===== config.mk =====
export PLATFORM = sky130hd
export DESIGN_NAME = best_fit_segment_allocator_core
export DESIGN_NICKNAME = d
export VERILOG_FILES = /design/src/sv/bfsa_pkg.sv /design/src/sv/bfsa_ram.sv /design/src/sv/best_fit_segment_allocator_core.sv
export SDC_FILE = /design/constraint.sdc
export NUM_CORES = 1
export LEC_CHECK = 0
export BUFFER_PORTS_ARGS = -buffer_cell sky130_fd_sc_hd__buf_2
export CORE_MARGIN = 2
export CORE_UTILIZATION = 54
export CTS_CLUSTER_DIAMETER = 200
export DETAILED_ROUTE_END_ITERATION = 7
export PLACE_DENSITY = 0.7
export SLEW_MARGIN = 20
export SYNTH_ARGS = -nofsm -noshare
export SYNTH_HDL_FRONTEND = slang
export SYNTH_SLANG_ARGS = --single-unit
export TNS_END_PERCENT = 20

===== constraint.sdc =====
create_clock -name clk -period 5.7 [get_ports clk]
set_input_delay 1.425 -clock clk [delete_from_list [all_inputs] [get_ports clk]]
set_output_delay 1.425 -clock clk [all_outputs]
set_load 0.03 [all_outputs]

===== src/sv/bfsa_pkg.sv =====
// Package for the best-fit segment allocator.
// Holds the request and response types and the fixed codes used by the allocator core.
// Depends on nothing.
package bfsa_pkg;

    localparam int OWNER_W = 9;
    localparam logic [OWNER_W-1:0] HOLE_MARK = 9'h100;

    localparam logic OP_ALLOC = 1'b0;
    localparam logic OP_FREE  = 1'b1;

    typedef struct packed {
        logic       op;
        logic [7:0] pid;
        logic [8:0] request_size;
    } req_t;

    typedef struct packed {
        logic       ok;
        logic [8:0] free_total;
        logic [8:0] hole_count;
    } rsp_t;

endpackage


===== src/sv/bfsa_ram.sv =====
// Generic single-clock RAM with one write port and one registered read port.
// Used for the segment table; depends on nothing.
module bfsa_ram #(
    parameter int WIDTH = 8,
    parameter int DEPTH = 32
) (
    input  logic                     clk,
    input  logic                     we,
    input  logic [$clog2(DEPTH)-1:0] waddr,
    input  logic [WIDTH-1:0]         wdata,
    input  logic [$clog2(DEPTH)-1:0] raddr,
    output logic [WIDTH-1:0]         rdata
);

    logic [WIDTH-1:0] mem_reg [DEPTH];
    logic [WIDTH-1:0] rdata_reg;

    always_ff @(posedge clk)
    begin
        if (we)
        begin
            mem_reg[waddr] <= wdata;
        end
        rdata_reg <= mem_reg[raddr];
    end

    assign rdata = rdata_reg;

endmodule


===== src/sv/best_fit_segment_allocator_core.sv =====
// Best-fit segment allocator: the segment table lives in one RAM with a registered read.
// Each request makes at most one scan pass and one shift pass over the single read port.
// Requests are taken one at a time; busy stays high until the result strobe is issued.
// Reset: asynchronous, active low; afterwards S_INIT writes entry 0 as a full hole.
// Each result appears on rsp with done high for one cycle; the receiver cannot stall.
module best_fit_segment_allocator_core #(
    parameter int MEM_UNITS    = 256,
    parameter int MAX_SEGMENTS = 32
) (
    input  logic             clk,
    input  logic             rst_n,
    input  logic             start,
    output logic             busy,
    input  bfsa_pkg::req_t   req,
    output logic             done,
    output bfsa_pkg::rsp_t   rsp
);

    localparam int SIZE_W = $clog2(MEM_UNITS + 1);
    localparam int CMP_W  = (SIZE_W > 9) ? SIZE_W : 9;
    localparam int IDX_W  = $clog2(MAX_SEGMENTS);
    localparam int CNT_W  = $clog2(MAX_SEGMENTS + 1);
    localparam int ENT_W  = bfsa_pkg::OWNER_W + SIZE_W;

    localparam logic [SIZE_W-1:0] FULL_SIZE = SIZE_W'(MEM_UNITS);

    localparam logic [3:0] S_INIT     = 4'd0;
    localparam logic [3:0] S_IDLE     = 4'd1;
    localparam logic [3:0] S_SCAN     = 4'd2;
    localparam logic [3:0] S_NEXT     = 4'd3;
    localparam logic [3:0] S_SHIFT    = 4'd4;
    localparam logic [3:0] S_ALLOC_HI = 4'd5;
    localparam logic [3:0] S_ALLOC_LO = 4'd6;
    localparam logic [3:0] S_FIN      = 4'd7;

    logic [3:0]           state_reg, state_next;
    bfsa_pkg::req_t       req_reg, req_next;
    logic [CNT_W-1:0]     count_reg, count_next;
    logic [CNT_W-1:0]     hole_cnt_reg, hole_cnt_next;
    logic [SIZE_W-1:0]    free_reg, free_next;
    logic [CNT_W-1:0]     scan_idx_reg, scan_idx_next;
    logic                 rd_vld_reg, rd_vld_next;
    logic [IDX_W-1:0]     rd_idx_reg, rd_idx_next;
    logic                 found_reg, found_next;
    logic [IDX_W-1:0]     best_idx_reg, best_idx_next;
    logic [SIZE_W-1:0]    best_size_reg, best_size_next;
    logic                 last_hole_reg, last_hole_next;
    logic [SIZE_W-1:0]    last_size_reg, last_size_next;
    logic                 prv_hole_reg, prv_hole_next;
    logic [SIZE_W-1:0]    prv_size_reg, prv_size_next;
    logic [SIZE_W-1:0]    cur_size_reg, cur_size_next;
    logic [IDX_W-1:0]     sh_src_reg, sh_src_next;
    logic [CNT_W-1:0]     sh_left_reg, sh_left_next;
    logic                 sh_up_reg, sh_up_next;
    logic                 sh_two_reg, sh_two_next;
    logic [3:0]           sh_ret_reg, sh_ret_next;
    logic                 ok_reg, ok_next;
    logic                 done_reg, done_next;
    bfsa_pkg::rsp_t       rsp_reg, rsp_next;

    logic                 mem_we;
    logic [IDX_W-1:0]     mem_waddr;
    logic [ENT_W-1:0]     mem_wdata;
    logic [IDX_W-1:0]     mem_raddr;
    logic [ENT_W-1:0]     mem_rdata;

    logic [bfsa_pkg::OWNER_W-1:0] rd_owner;
    logic [SIZE_W-1:0]            rd_size;
    logic                         rd_hole;
    logic                         issue;
    logic [CMP_W-1:0]             req_size_c;
    logic [SIZE_W-1:0]            req_size_s;
    logic [bfsa_pkg::OWNER_W-1:0] pid_owner;
    logic                         nxt_hole;

    bfsa_ram #(
        .WIDTH (ENT_W),
        .DEPTH (MAX_SEGMENTS)
    ) u_table (
        .clk   (clk),
        .we    (mem_we),
        .waddr (mem_waddr),
        .wdata (mem_wdata),
        .raddr (mem_raddr),
        .rdata (mem_rdata)
    );

    assign rd_owner   = mem_rdata[ENT_W-1:SIZE_W];
    assign rd_size    = mem_rdata[SIZE_W-1:0];
    assign rd_hole    = (rd_owner == bfsa_pkg::HOLE_MARK);
    assign req_size_c = CMP_W'(req_reg.request_size);
    assign req_size_s = SIZE_W'(req_reg.request_size);
    assign pid_owner  = {1'b0, req_reg.pid};
    assign nxt_hole   = rd_vld_reg && rd_hole;

    // The scan walks entries below segment_count; the shift pass walks its own range.
    assign issue = ((state_reg == S_SCAN) && (scan_idx_reg < count_reg)) ||
                   ((state_reg == S_SHIFT) && (sh_left_reg != '0));
    assign mem_raddr = (state_reg == S_SCAN) ? scan_idx_reg[IDX_W-1:0] : sh_src_reg;

    always_comb
    begin
        state_next     = state_reg;
        req_next       = req_reg;
        count_next     = count_reg;
        hole_cnt_next  = hole_cnt_reg;
        free_next      = free_reg;
        scan_idx_next  = scan_idx_reg;
        rd_vld_next    = issue;
        rd_idx_next    = mem_raddr;
        found_next     = found_reg;
        best_idx_next  = best_idx_reg;
        best_size_next = best_size_reg;
        last_hole_next = last_hole_reg;
        last_size_next = last_size_reg;
        prv_hole_next  = prv_hole_reg;
        prv_size_next  = prv_size_reg;
        cur_size_next  = cur_size_reg;
        sh_src_next    = sh_src_reg;
        sh_left_next   = sh_left_reg;
        sh_up_next     = sh_up_reg;
        sh_two_next    = sh_two_reg;
        sh_ret_next    = sh_ret_reg;
        ok_next        = ok_reg;
        done_next      = 1'b0;
        rsp_next       = rsp_reg;
        mem_we         = 1'b0;
        mem_waddr      = '0;
        mem_wdata      = '0;

        unique case (state_reg)
            S_INIT:
            begin
                mem_we     = 1'b1;
                mem_waddr  = '0;
                mem_wdata  = {bfsa_pkg::HOLE_MARK, FULL_SIZE};
                state_next = S_IDLE;
            end

            S_IDLE:
            begin
                if (start)
                begin
                    req_next       = req;
                    scan_idx_next  = '0;
                    found_next     = 1'b0;
                    last_hole_next = 1'b0;
                    if ((req.op == bfsa_pkg::OP_ALLOC) &&
                        ((req.request_size == '0) ||
                         (CMP_W'(req.request_size) > CMP_W'(free_reg))))
                    begin
                        ok_next    = 1'b0;
                        state_next = S_FIN;
                    end
                    else
                    begin
                        state_next = S_SCAN;
                    end
                end
            end

            S_SCAN:
            begin
                if (issue)
                begin
                    scan_idx_next = CNT_W'(scan_idx_reg + CNT_W'(1));
                end
                if (rd_vld_reg)
                begin
                    last_hole_next = rd_hole;
                    last_size_next = rd_size;
                    if (req_reg.op == bfsa_pkg::OP_ALLOC)
                    begin
                        // Ties go to the later hole.
                        if (rd_hole && (CMP_W'(rd_size) >= req_size_c) &&
                            (!found_reg || (rd_size <= best_size_reg)))
                        begin
                            found_next     = 1'b1;
                            best_idx_next  = rd_idx_reg;
                            best_size_next = rd_size;
                        end
                    end
                    else if (rd_owner == pid_owner)
                    begin
                        // The read of the following entry is already in flight.
                        prv_hole_next = last_hole_reg;
                        prv_size_next = last_size_reg;
                        cur_size_next = rd_size;
                        best_idx_next = rd_idx_reg;
                        state_next    = S_NEXT;
                    end
                end
                else if (!issue)
                begin
                    ok_next    = 1'b0;
                    state_next = S_FIN;
                    if ((req_reg.op == bfsa_pkg::OP_ALLOC) && found_reg)
                    begin
                        if (best_size_reg == req_size_s)
                        begin
                            mem_we        = 1'b1;
                            mem_waddr     = best_idx_reg;
                            mem_wdata     = {pid_owner, best_size_reg};
                            hole_cnt_next = CNT_W'(hole_cnt_reg - CNT_W'(1));
                            free_next     = SIZE_W'(free_reg - req_size_s);
                            ok_next       = 1'b1;
                        end
                        else if (count_reg != CNT_W'(MAX_SEGMENTS))
                        begin
                            sh_src_next  = IDX_W'(count_reg - CNT_W'(1));
                            sh_left_next = CNT_W'(count_reg - CNT_W'(best_idx_reg) -
                                                  CNT_W'(1));
                            sh_up_next   = 1'b1;
                            sh_two_next  = 1'b0;
                            sh_ret_next  = S_ALLOC_HI;
                            state_next   = S_SHIFT;
                        end
                    end
                end
            end

            S_NEXT:
            begin
                free_next  = SIZE_W'(free_reg + cur_size_reg);
                ok_next    = 1'b1;
                sh_up_next = 1'b0;
                sh_ret_next = S_FIN;
                mem_we     = 1'b1;
                priority if (prv_hole_reg && nxt_hole)
                begin
                    mem_waddr     = IDX_W'(best_idx_reg - IDX_W'(1));
                    mem_wdata     = {bfsa_pkg::HOLE_MARK,
                                     SIZE_W'(prv_size_reg + cur_size_reg + rd_size)};
                    count_next    = CNT_W'(count_reg - CNT_W'(2));
                    hole_cnt_next = CNT_W'(hole_cnt_reg - CNT_W'(1));
                    sh_src_next   = IDX_W'(best_idx_reg + IDX_W'(2));
                    sh_left_next  = CNT_W'(count_reg - CNT_W'(best_idx_reg) - CNT_W'(2));
                    sh_two_next   = 1'b1;
                    state_next    = S_SHIFT;
                end
                else if (nxt_hole)
                begin
                    mem_waddr    = best_idx_reg;
                    mem_wdata    = {bfsa_pkg::HOLE_MARK, SIZE_W'(cur_size_reg + rd_size)};
                    count_next   = CNT_W'(count_reg - CNT_W'(1));
                    sh_src_next  = IDX_W'(best_idx_reg + IDX_W'(2));
                    sh_left_next = CNT_W'(count_reg - CNT_W'(best_idx_reg) - CNT_W'(2));
                    sh_two_next  = 1'b0;
                    state_next   = S_SHIFT;
                end
                else if (prv_hole_reg)
                begin
                    mem_waddr    = IDX_W'(best_idx_reg - IDX_W'(1));
                    mem_wdata    = {bfsa_pkg::HOLE_MARK,
                                    SIZE_W'(prv_size_reg + cur_size_reg)};
                    count_next   = CNT_W'(count_reg - CNT_W'(1));
                    sh_src_next  = IDX_W'(best_idx_reg + IDX_W'(1));
                    sh_left_next = CNT_W'(count_reg - CNT_W'(best_idx_reg) - CNT_W'(1));
                    sh_two_next  = 1'b0;
                    state_next   = S_SHIFT;
                end
                else
                begin
                    mem_waddr     = best_idx_reg;
                    mem_wdata     = {bfsa_pkg::HOLE_MARK, cur_size_reg};
                    hole_cnt_next = CNT_W'(hole_cnt_reg + CNT_W'(1));
                    state_next    = S_FIN;
                end
            end

            S_SHIFT:
            begin
                // Read one entry per cycle and write it back one or two places away.
                if (issue)
                begin
                    sh_src_next  = sh_up_reg ? IDX_W'(sh_src_reg - IDX_W'(1))
                                             : IDX_W'(sh_src_reg + IDX_W'(1));
                    sh_left_next = CNT_W'(sh_left_reg - CNT_W'(1));
                end
                if (rd_vld_reg)
                begin
                    mem_we    = 1'b1;
                    mem_wdata = mem_rdata;
                    if (sh_up_reg)
                    begin
                        mem_waddr = IDX_W'(rd_idx_reg + IDX_W'(1));
                    end
                    else if (sh_two_reg)
                    begin
                        mem_waddr = IDX_W'(rd_idx_reg - IDX_W'(2));
                    end
                    else
                    begin
                        mem_waddr = IDX_W'(rd_idx_reg - IDX_W'(1));
                    end
                end
                else if (!issue)
                begin
                    state_next = sh_ret_reg;
                end
            end

            S_ALLOC_HI:
            begin
                mem_we     = 1'b1;
                mem_waddr  = IDX_W'(best_idx_reg + IDX_W'(1));
                mem_wdata  = {bfsa_pkg::HOLE_MARK, SIZE_W'(best_size_reg - req_size_s)};
                state_next = S_ALLOC_LO;
            end

            S_ALLOC_LO:
            begin
                mem_we     = 1'b1;
                mem_waddr  = best_idx_reg;
                mem_wdata  = {pid_owner, req_size_s};
                count_next = CNT_W'(count_reg + CNT_W'(1));
                free_next  = SIZE_W'(free_reg - req_size_s);
                ok_next    = 1'b1;
                state_next = S_FIN;
            end

            S_FIN:
            begin
                done_next           = 1'b1;
                rsp_next.ok         = ok_reg;
                rsp_next.free_total = 9'(free_reg);
                rsp_next.hole_count = 9'(hole_cnt_reg);
                state_next          = S_IDLE;
            end

            default:
            begin
                state_next = S_IDLE;
            end
        endcase
    end

    always_ff @(posedge clk or negedge rst_n)
    begin
        if (!rst_n)
        begin
            state_reg     <= S_INIT;
            req_reg       <= '0;
            count_reg     <= CNT_W'(1);
            hole_cnt_reg  <= CNT_W'(1);
            free_reg      <= FULL_SIZE;
            scan_idx_reg  <= '0;
            rd_vld_reg    <= 1'b0;
            rd_idx_reg    <= '0;
            found_reg     <= 1'b0;
            best_idx_reg  <= '0;
            best_size_reg <= '0;
            last_hole_reg <= 1'b0;
            last_size_reg <= '0;
            prv_hole_reg  <= 1'b0;
            prv_size_reg  <= '0;
            cur_size_reg  <= '0;
            sh_src_reg    <= '0;
            sh_left_reg   <= '0;
            sh_up_reg     <= 1'b0;
            sh_two_reg    <= 1'b0;
            sh_ret_reg    <= S_FIN;
            ok_reg        <= 1'b0;
            done_reg      <= 1'b0;
            rsp_reg       <= '0;
        end
        else
        begin
            state_reg     <= state_next;
            req_reg       <= req_next;
            count_reg     <= count_next;
            hole_cnt_reg  <= hole_cnt_next;
            free_reg      <= free_next;
            scan_idx_reg  <= scan_idx_next;
            rd_vld_reg    <= rd_vld_next;
            rd_idx_reg    <= rd_idx_next;
            found_reg     <= found_next;
            best_idx_reg  <= best_idx_next;
            best_size_reg <= best_size_next;
            last_hole_reg <= last_hole_next;
            last_size_reg <= last_size_next;
            prv_hole_reg  <= prv_hole_next;
            prv_size_reg  <= prv_size_next;
            cur_size_reg  <= cur_size_next;
            sh_src_reg    <= sh_src_next;
            sh_left_reg   <= sh_left_next;
            sh_up_reg     <= sh_up_next;
            sh_two_reg    <= sh_two_next;
            sh_ret_reg    <= sh_ret_next;
            ok_reg        <= ok_next;
            done_reg      <= done_next;
            rsp_reg       <= rsp_next;
        end
    end

    assign busy = (state_reg != S_IDLE);
    assign done = done_reg;
    assign rsp  = rsp_reg;

    a_count_range: assert property (@(posedge clk) disable iff (!rst_n)
        (count_reg != '0) && (count_reg <= CNT_W'(MAX_SEGMENTS)))
        else $error("segment count out of range");

    a_holes_bound: assert property (@(posedge clk) disable iff (!rst_n)
        hole_cnt_reg <= count_reg)
        else $error("more holes than segments");

    a_free_bound: assert property (@(posedge clk) disable iff (!rst_n)
        free_reg <= FULL_SIZE)
        else $error("free units exceed the store");

    a_accept_busy: assert property (@(posedge clk) disable iff (!rst_n)
        (start && !busy) |=> busy)
        else $error("request accepted without going busy");

    a_done_single: assert property (@(posedge clk) disable iff (!rst_n)
        done |=> !done)
        else $error("result strobe longer than one cycle");

endmodule

=== Word-level counts from Yosys, hierarchy flattened ===
Memories as Yosys holds them, arrays and structs flattened. A register that Yosys moved wholly into a read port is not among the register bits.
Index checks and enable logic that the tools add are counted.

* Memories kept: 1
* Flip-flop bits (word level): 134
* Logic and storage cells: 255
* RAM bits: 576

* Bitwise operators: 2
* Equal/unequal tests: 34
* Multiplexer cells: 122
* Reduce and logical (&&, ||, !) cells: 40
* Order comparisons: 4
* Add/subtract/negate cells: 24

{| class="wikitable"
|+ Memory list
! name !! depth !! bits a word !! rd ports !! clocked after memory_dff !! wr ports !! RTL line !! text
|-
| u_table.mem_reg || 32 || 18 || 1 || 1 || 1 || bfsa_ram.sv:15 || <nowiki>logic [WIDTH-1:0] mem_reg [DEPTH];</nowiki>
|}

{| class="wikitable"
|+ Operator list
! cell !! count
|-
| $mux W6 || 21
|-
| $mux W5 || 24
|-
| $pmux W18 S6 || 1
|-
| $mux W17 || 4
|-
| $mux W9 || 7
|-
| $mux W4 || 12
|-
| $add A9 B9 Y9 || 4
|-
| $pmux W6 S2 || 3
|-
| $mux W1 || 30
|-
| $pmux W9 S3 || 1
|-
| $pmux W5 S5 || 1
|-
| $pmux W4 S6 || 1
|-
| $sub A6 B1 Y6 const B || 4
|-
| $ne A2 B2 Y1 const B || 11
|-
| $add A6 B1 Y6 const B || 3
|-
| $mux W18 || 1
|-
| $pmux W6 S3 || 1
|-
| $sub A9 B9 Y9 || 2
|-
| $eq A4 B3 Y1 const B || 4
|-
| $add A5 B1 Y5 const B || 3
|-
| $pmux W5 S3 || 1
|-
| $reduce_and A5 Y1 || 3
|-
| $sub A5 B1 Y5 const B || 3
|-
| $reduce_and A7 Y1 || 2
|-
| 40 further kinds || 79
|}

=== Logic depth before layout (Yosys ltp) ===
Gate-level depths: netlist of run 1.

* Word-level depth: 8
* Gate-level depth with buffers: 15
* Gate-level depth less buffers: 13

=== Cells and area by module ===
Synthesis of run 1 repeated with hierarchy kept, for this count alone.

* Cell total of the unflattened synthesis: 2414
* Area total of the unflattened synthesis: 33219.4 sq um

{| class="wikitable"
|+ Modules (own cells, without submodules)
! module !! instances !! sequential area each (sq um) !! cells each !! area each (sq um)
|-
| bfsa_ram || 1 || 17656.9 || 1278 || 23050.9
|-
| best_fit_segment_allocator_core || 1 || 3258.1 || 1136 || 10168.5
|}

=== Worst setup path before layout of run 1 ===
OpenSTA, ideal clock, no wires.

* Kind: register to register
* From: register cur_size_reg[0]
* To: memory u_table.mem_reg[0][8] in the netlist's numbering, data pin
* Setup slack: 1256 ps
* Data required time: 5246 ps
* Cell stages (with the launch flop): 13
* Arrival: 3990 ps
* Buffers on the path: 0
* Path through: dfrtp_1 > ha_1 > fa_1 > a21o_1 > a21oi_1 > xnor2_1 > ha_1 > and3_1 > a211oi_1 > a21oi_1 > mux2i_1 > xnor2_1 > o21ai_0

* Longest elaborated chain between the ends: 5

{| class="wikitable"
|+ Ends and longest elaborated chain
! element !! RTL line !! text
|-
| start: declaration || best_fit_segment_allocator_core.sv:51 || <nowiki>logic [SIZE_W-1:0] cur_size_reg, cur_size_next;</nowiki>
|-
| start signal: assignment || best_fit_segment_allocator_core.sv:384 || <nowiki>cur_size_reg <= cur_size_next;</nowiki>
|-
| parallel branches: the longest is 3 deep, another holds $add A9 B9 Y9 || -- ||
|-
| $mux W9 (*) || best_fit_segment_allocator_core.sv:229 || <nowiki>priority if (prv_hole_reg && nxt_hole)</nowiki>
|-
| $pmux W18 S6 (*) || best_fit_segment_allocator_core.sv:131 || <nowiki>unique case (state_reg)</nowiki>
|-
| net mem_wdata[8] || best_fit_segment_allocator_core.sv:63 || <nowiki>logic [ENT_W-1:0] mem_wdata;</nowiki>
|-
| end: declaration || bfsa_ram.sv:15 ||
|}

Mark *: on every way through the listed nets, which the timed path passes.

=== Final worst setup path of run 1 ===
* From: register state_reg[0]
* To: memory u_table.mem_reg[5][1] in the netlist's numbering (enable)

* Longest elaborated chain between the ends: 8

{| class="wikitable"
|+ Ends and longest elaborated chain
! element !! RTL line !! text
|-
| start: declaration || best_fit_segment_allocator_core.sv:36 || <nowiki>logic [3:0] state_reg, state_next;</nowiki>
|-
| start signal: assignment || best_fit_segment_allocator_core.sv:369 || <nowiki>state_reg <= state_next;</nowiki>
|-
| $eq A4 B2 Y1 / $eq A4 B3 Y1 (equally long branches) || best_fit_segment_allocator_core.sv:97, best_fit_segment_allocator_core.sv:131, best_fit_segment_allocator_core.sv:98 ||
|-
| $logic_and A1 B1 Y1 (on tied branches) || best_fit_segment_allocator_core.sv:97, best_fit_segment_allocator_core.sv:98 ||
|-
| $logic_or A1 B1 Y1 || best_fit_segment_allocator_core.sv:97 || <nowiki>assign issue = ((state_reg == S_SCAN) && (scan_idx_reg < count_reg)) ||</nowiki>
|-
| $mux W1 || best_fit_segment_allocator_core.sv:193 || <nowiki>else if (!issue)</nowiki>
|-
| $mux W1 || best_fit_segment_allocator_core.sv:168 || <nowiki>if (rd_vld_reg)</nowiki>
|-
| $pmux W1 S3 || best_fit_segment_allocator_core.sv:131 ||
|-
| $mux W1 || bfsa_ram.sv:20 || <nowiki>if (we)</nowiki>
|-
| $mux W1 (implied by the code) || bfsa_ram.sv:22 || <nowiki>mem_reg[waddr] <= wdata;</nowiki>
|}

Several ways; a longest one is shown, not always the timed one.

==> impl_metrics.env, run 1 <==
export IMPL_path_clk_slew_ps=60
export IMPL_row_count=89
export IMPL_grt_pass1_wl_um=122000
export IMPL_yosysSeqAreaShare=0.645
export IMPL_maxClockFrequency_ghz=0.227
export IMPL_grtUsageMet2=0.429
export IMPL_dpl_hpwl_um=52000
export IMPL_dieWidth_um=249
export IMPL_setup_viol=0
export IMPL_totalWireLength_um=81900
export IMPL_grt_pass1_vias=19200
export IMPL_slew_violations=0
export IMPL_viasPerCell=6.45
export IMPL_gr_total_overflow=0
export IMPL_grt_busiest_layer="met2"
export IMPL_path_max_fanout=23
export IMPL_synthTopCellsByCount="edfxtp_1, mux4_2, dfrtp_1"
export IMPL_syn_avg_cell_area_um2=15.5
export IMPL_worstHoldPathType="flop to flop"
export IMPL_synth_compound_area_share=0.0822
export IMPL_netlist_top_cells_area="edfxtp_1, mux4_2, dfrtp_1"
export IMPL_clockRootBuffer="clkbuf_16"
export IMPL_drive_gt1_frac=0.214
export IMPL_yosys_cell_count_top_type="edfxtp_1"
export IMPL_fin_ws_ps=1290
export IMPL_place_ws_ps=1430
export IMPL_slowest_delay_ps=680
export IMPL_synth_xor_xnor_area_share=0.0238
export IMPL_async_flop_share=0.180
export IMPL_largest_register_ffs=576
export IMPL_path_class="flop to flop"
export IMPL_initialDrtViolationCount=2039
export IMPL_synth_fa_ha_area_frac=0.0448
export IMPL_met3_usage=0.0562
export IMPL_grt_start_max_net_pins=100
export IMPL_ctsResizeCount=0
export IMPL_num_antenna_cells=0
export IMPL_drt_first_pass_iters=5
export IMPL_detail_route_antenna_nets=0
export IMPL_worstPathArrival_ps=4730
export IMPL_clock_latency_ps=640
export IMPL_fin_crit_sh=0.774
export IMPL_drc=0
export IMPL_use_met1=0.361
export IMPL_cp_start_kind="flop"
export IMPL_period_minus_slack_ps=4410
export IMPL_powerDensity_mw_per_mm2=564
export IMPL_fillers=4285
export IMPL_initial_core_util=0.547
export IMPL_drv_cap=0
export IMPL_vdd_ir_drop_worst_mv=0.300
export IMPL_synthCells=2093
export IMPL_critical_path_endpoint_type="flop"
export IMPL_synth_edff_count=576
export IMPL_track_usage=0.265
export IMPL_ios=42
export IMPL_place_inst=2879
export IMPL_final_cells=3021
export IMPL_synth_area_leader_cell="edfxtp_1"
export IMPL_r2r_slack_ps=1290
export IMPL_clock_sinks=724
export IMPL_fin_tns_setup_ps=0
export IMPL_synth_cell_types=83
export IMPL_antenna_found_initial=1
export IMPL_synth_top_family_by_area="multiplexers"
export IMPL_core_mm2=0.0592
export IMPL_ys_warn_count=0
export IMPL_worst_pin_slew_ps=1140
export IMPL_cp_slowest_cell="dfrtp_1"
export IMPL_synth_flop_cell="edfxtp_1"
export IMPL_port_buffers=38
export IMPL_crit_chain="or3b_4 > a211oi_1 > o21ai_1 > a21oi_1 > o2bb2ai_1 > nand3_1 > nor3_2 > buf_4"
export IMPL_cts_setup_buffers=0
export IMPL_slew_headroom=0.240
export IMPL_synthMuxAreaShare=0.123
export IMPL_hold_violations=0
export IMPL_ctsHoldBuffers=0
export IMPL_skew_ps=42.9
export IMPL_clockBufferDepth=3
export IMPL_syn_area_mm2=0.0324
export IMPL_die_h_um=249
export IMPL_required_ps=6010
export IMPL_cts_buffers_inserted=76
export IMPL_wl_per_cell_um=27.1
export IMPL_vias=19500
export IMPL_rsz0062_at_grt="false"
export IMPL_htree_num_levels=3
export IMPL_outcome="completed"
export IMPL_crit_buf_inv=1
export IMPL_critPathTopFamily="simple AND/OR/NAND/NOR gates"
export IMPL_ys_ff_latch=724
export IMPL_die_area_mm2=0.0620
export IMPL_cts_tree="yes"
export IMPL_yosys_area_share_simple=0.0592
export IMPL_globalplace_congestion=0.945
export IMPL_area_growth_pct=12.6
export IMPL_leakage_nw=13.1
export IMPL_fin_nets=2318
export IMPL_yosys_area_top_type_share=0.533
## power by group
group | internal [mW] | total, mW | switching [mW]
Sequential | 7.07 | 7.71 | 0.644
Clock | 2.86 | 4.96 | 2.10
Combinational | 3.05 | 7.93 | 4.88
Total | 13.0 | 20.6 | 7.62
## path summary, 6_finish.rpt
| path | end | cells past startpoint | startpoint |
|---|---|---|---|
| worst min-delay path | rsp[11] | 2 | rsp[11] |
| worst min register to register | rsp[11] | 2 | rsp[11] |
| max in group asynchronous | state_reg[0] | 2 | rst_n |
| min in group asynchronous | best_idx_reg[1] | 1 | rst_n |
| worst max register to register | u_table.mem_reg[5][1] | 8 | state_reg[0] |
| worst max-delay path | u_table.mem_reg[5][1] | 8 | state_reg[0] |
## cell type report
class / instances / area, um2 / share of cell area
Multi-Input combinational cell: 1206 / 11000 / 0.302
Clock buffer: 99 / 2050 / 0.0561
Clock inverter: 41 / 492 / 0.0135
Tap cell: 773 / 967 / 0.0265
Sequential cell: 724 / 20900 / 0.573
Inverter: 73 / 277 / 0.00758
Timing Repair Buffer: 105 / 777 / 0.0213
## worst register-to-register path, delay by kind of cell, from the launching register on
kind                   cells  cell delay, ps
DFF                        1             680
buffers and inverters      1             340
and+or+nand+nor            3            1710
AOI/OAI and AO/OA          4            1360
## cell usage in the layout (no fill, tap or decap), types with 12 or more instances in the layout
| cell type | n |
|---|---|
| edfxtp_1 | 576 |
| mux4_2 | 144 |
| dfrtp_1 | 126 |
| nand2_1 | 108 |
| ha_1 | 104 |
| o21ai_0 | 83 |
| nor2_1 | 80 |
| clkbuf_16 | 77 |
| a21oi_1 | 76 |
| a22oi_1 | 75 |
| inv_1 | 71 |
| xnor2_1 | 64 |
| buf_4 | 60 |
| mux2_2 | 50 |
| buf_2 | 37 |
| nand3_1 | 30 |
| nand4_1 | 29 |
| a21o_1 | 27 |
| nor3_2 | 26 |
| xor2_1 | 24 |
| nor3_1 | 20 |
| clkbuf_1 | 18 |
| dfxtp_1 | 18 |
| mux2i_1 | 17 |
| and3_1 | 14 |
| clkinv_2 | 14 |
| nor2_2 | 13 |
| o211ai_1 | 12 |
| a31oi_1 | 12 |
| clkinv_1 | 12 |
## metrics by stage
stage	area [um2]	utilization	power (mW)	hold WS [ps]
after global routing	36500	0.616	21.6	503
after global placement	33900	0.572	15.4	458
after detailed placement	33900	0.573	15.6	470
final	36500	0.616	20.6	479
after floorplan	32400	-	12.9	443
after CTS	36500	0.615	20.6	478
## per-layer routing
layer / share of wire / vias to the layer above
met5: 0 / -
met1: 0.40 / 10100
li1: - / 8456
met3: 0.079 / 139
met4: 0.033 / 0
met2: 0.48 / 847
## cell families after synthesis
logic type / count (synthesis)
other: 1
AOI/OAI and AO/OA: 400
xor gates and xnor gates: 88
adders and majority gates: 112
muxes: 212
buffers and inverters: 165
and+or+nand+nor: 391
DFF: 724
Power figures use the tool's default switching activity.
==> run 2: changes to the inputs <==
- clock period: 5.7 -> 4.6 ns (I/O delays scaled with it)
==> run 2 against run 1 <==
Global-route usage rose by 0.15 points. Sequential cell count unchanged. Largest cell class unchanged. Setup slack worse by 760 ps. Critical path type unchanged. Sequential power is 23% higher. Register-to-register slack worse by 760 ps. Highest routed layer unchanged.
==> impl_metrics.env, run 2 (same netlist as run 1, synthesis figures left out) <==
export IMPL_core_mm2=0.0592
export IMPL_cts_buffers_inserted=74
export IMPL_fillers=4261
export IMPL_path_clk_slew_ps=60
export IMPL_maxClockFrequency_ghz=0.246
export IMPL_drc=0
export IMPL_fin_tns_setup_ps=0
export IMPL_met3_usage=0.0378
export IMPL_dpl_hpwl_um=53000
export IMPL_critPathTopFamily="compound AO/OA/AOI/OAI gates"
export IMPL_area_growth_pct=12.7
export IMPL_vias=19600
export IMPL_slew_violations=0
export IMPL_powerDensity_mw_per_mm2=695
export IMPL_clockRootBuffer="clkbuf_16"
export IMPL_slowest_delay_ps=690
export IMPL_htree_num_levels=3
export IMPL_outcome="completed"
export IMPL_num_antenna_cells=0
export IMPL_setup_viol=0
export IMPL_min_path_cells=2
export IMPL_hold_violations=0
export IMPL_drt_first_pass_iters=6
export IMPL_clockBufferDepth=3
export IMPL_clock_latency_ps=630
export IMPL_track_usage=0.267
export IMPL_final_cells=3039
export IMPL_mostFrequentLayoutCell="edfxtp_1"
export IMPL_grt_busiest_layer="met2"
export IMPL_fin_crit_sh=0.885
export IMPL_grt_pass1_wl_um=124000
export IMPL_critical_path_endpoint_type="flop"
export IMPL_period_minus_slack_ps=4070
export IMPL_grt_start_max_net_pins=84
export IMPL_initial_core_util=0.547
export IMPL_port_buffers=38
export IMPL_row_count=89
export IMPL_drive_gt1_frac=0.221
export IMPL_timing_hold_ws_ps=472
export IMPL_detail_route_antenna_nets=0
export IMPL_slew_headroom=0.276
export IMPL_fin_nets=2345
export IMPL_rsz0062_at_grt="false"
export IMPL_r2r_slack_ps=530
export IMPL_cts_setup_buffers=0
export IMPL_worstHoldPathType="flop to flop"
export IMPL_die_area_mm2=0.0620
export IMPL_grtUsageMet2=0.426
export IMPL_gr_total_overflow=0
export IMPL_worst_r2r_cell_count=12
export IMPL_worst_pin_slew_ps=1080
export IMPL_skew_ps=30.5
export IMPL_cts_tree="yes"
export IMPL_crit_chain="ha_1 > fa_1 > a21o_1 > a21oi_1 > xnor2_1 > ha_1 > and3_1 > a211oi_1 > a21oi_1 > mux2i_1 > xnor2_1 > o21ai_4"
export IMPL_largest_register_ffs=576
export IMPL_required_ps=4900
export IMPL_dieWidth_um=249
export IMPL_final_cell_mix="edfxtp_1, mux4_2, dfrtp_1, nand2_1, ha_1"
export IMPL_path_class="flop to flop"
export IMPL_initialDrtViolationCount=2581
export IMPL_path_max_fanout=32
export IMPL_antenna_found_initial=0
export IMPL_path_depth=12
export IMPL_totalWireLength_um=81500
export IMPL_leakage_nw=13.1
export IMPL_vdd_ir_drop_worst_mv=0.511
export IMPL_cp_slowest_cell="o21ai_4"
export IMPL_drv_cap=0
export IMPL_ios=42
export IMPL_fin_util=0.617
export IMPL_clock_sinks=724
export IMPL_worstPathArrival_ps=4370
export IMPL_ctsResizeCount=0
export IMPL_grt_pass1_vias=19400
export IMPL_crit_buf_inv=0
export IMPL_finalPower_mw=25.4
export IMPL_cp_start_kind="flop"
export IMPL_ctsHoldBuffers=0
export IMPL_globalplace_congestion=0.946
export IMPL_use_met1=0.374
export IMPL_place_inst=2909
export IMPL_die_h_um=249
export IMPL_viasPerCell=6.43
export IMPL_wl_per_cell_um=26.8
[run 2: changes by cell type in the layout (fill, tap and decap cells not counted), moves of 2 or more]
cell	previous run	this run
clkinv_1	12	7
clkinv_16	5	3
a22o_1	5	9
bufinv_16	6	4
a22o_2	4	0
clkinv_2	14	11
clkinvlp_4	0	4
buf_4	60	92
[run 2: power breakdown]
part	leakage [nW]	total (mW)	switching [mW]	internal (mW)
logic	4.89	10.0	6.16	3.87
registers	7.11	9.48	0.719	8.76
clock network	1.15	5.88	2.53	3.35
total	13.1	25.4	9.41	16.0
[run 2: path summary, 6_finish.rpt]
path,startpoint,to
min in group asynchronous,rst_n,count_reg[2]
worst min-delay path,rsp[15],rsp[15]
worst max register to register,cur_size_reg[0],u_table.mem_reg[14][8]
worst min register to register,rsp[15],rsp[15]
worst max-delay path,cur_size_reg[0],u_table.mem_reg[14][8]
max in group asynchronous,rst_n,free_reg[8]
[run 2: tightest hold or removal path, stage by stage (launching register included)]
cell	delay, ps
dfrtp_1	340
nand2_1	40
o21ai_0	60
[run 2: routing by layer]
metal | vias up | routed length, um
met4 | 0 | 3230
met5 | - | 0
met3 | 157 | 5730
met2 | 919 | 38800
li1 | 8492 | -
met1 | 9986 | 33700
[run 2: metrics by stage]
stage | worst slack [ps] | area, um2
2_1_floorplan | 156 | 32400
3_3_place_gp | 377 | 34100
3_5_place_dp | 141 | 34100
4_1_cts | 137 | 36500
5_1_grt | 222 | 36500
6_report | 530 | 36500
[run 2: cell type report]
cell class,instances,area (um2),area share
clock buffers,97,2020,0.0553
clock inverters,32,355,0.00972
inverters,73,277,0.00757
multi-input cells,1206,11000,0.302
flip-flops and latches,724,20900,0.572
well taps,773,967,0.0265
repair buffers,134,975,0.0267
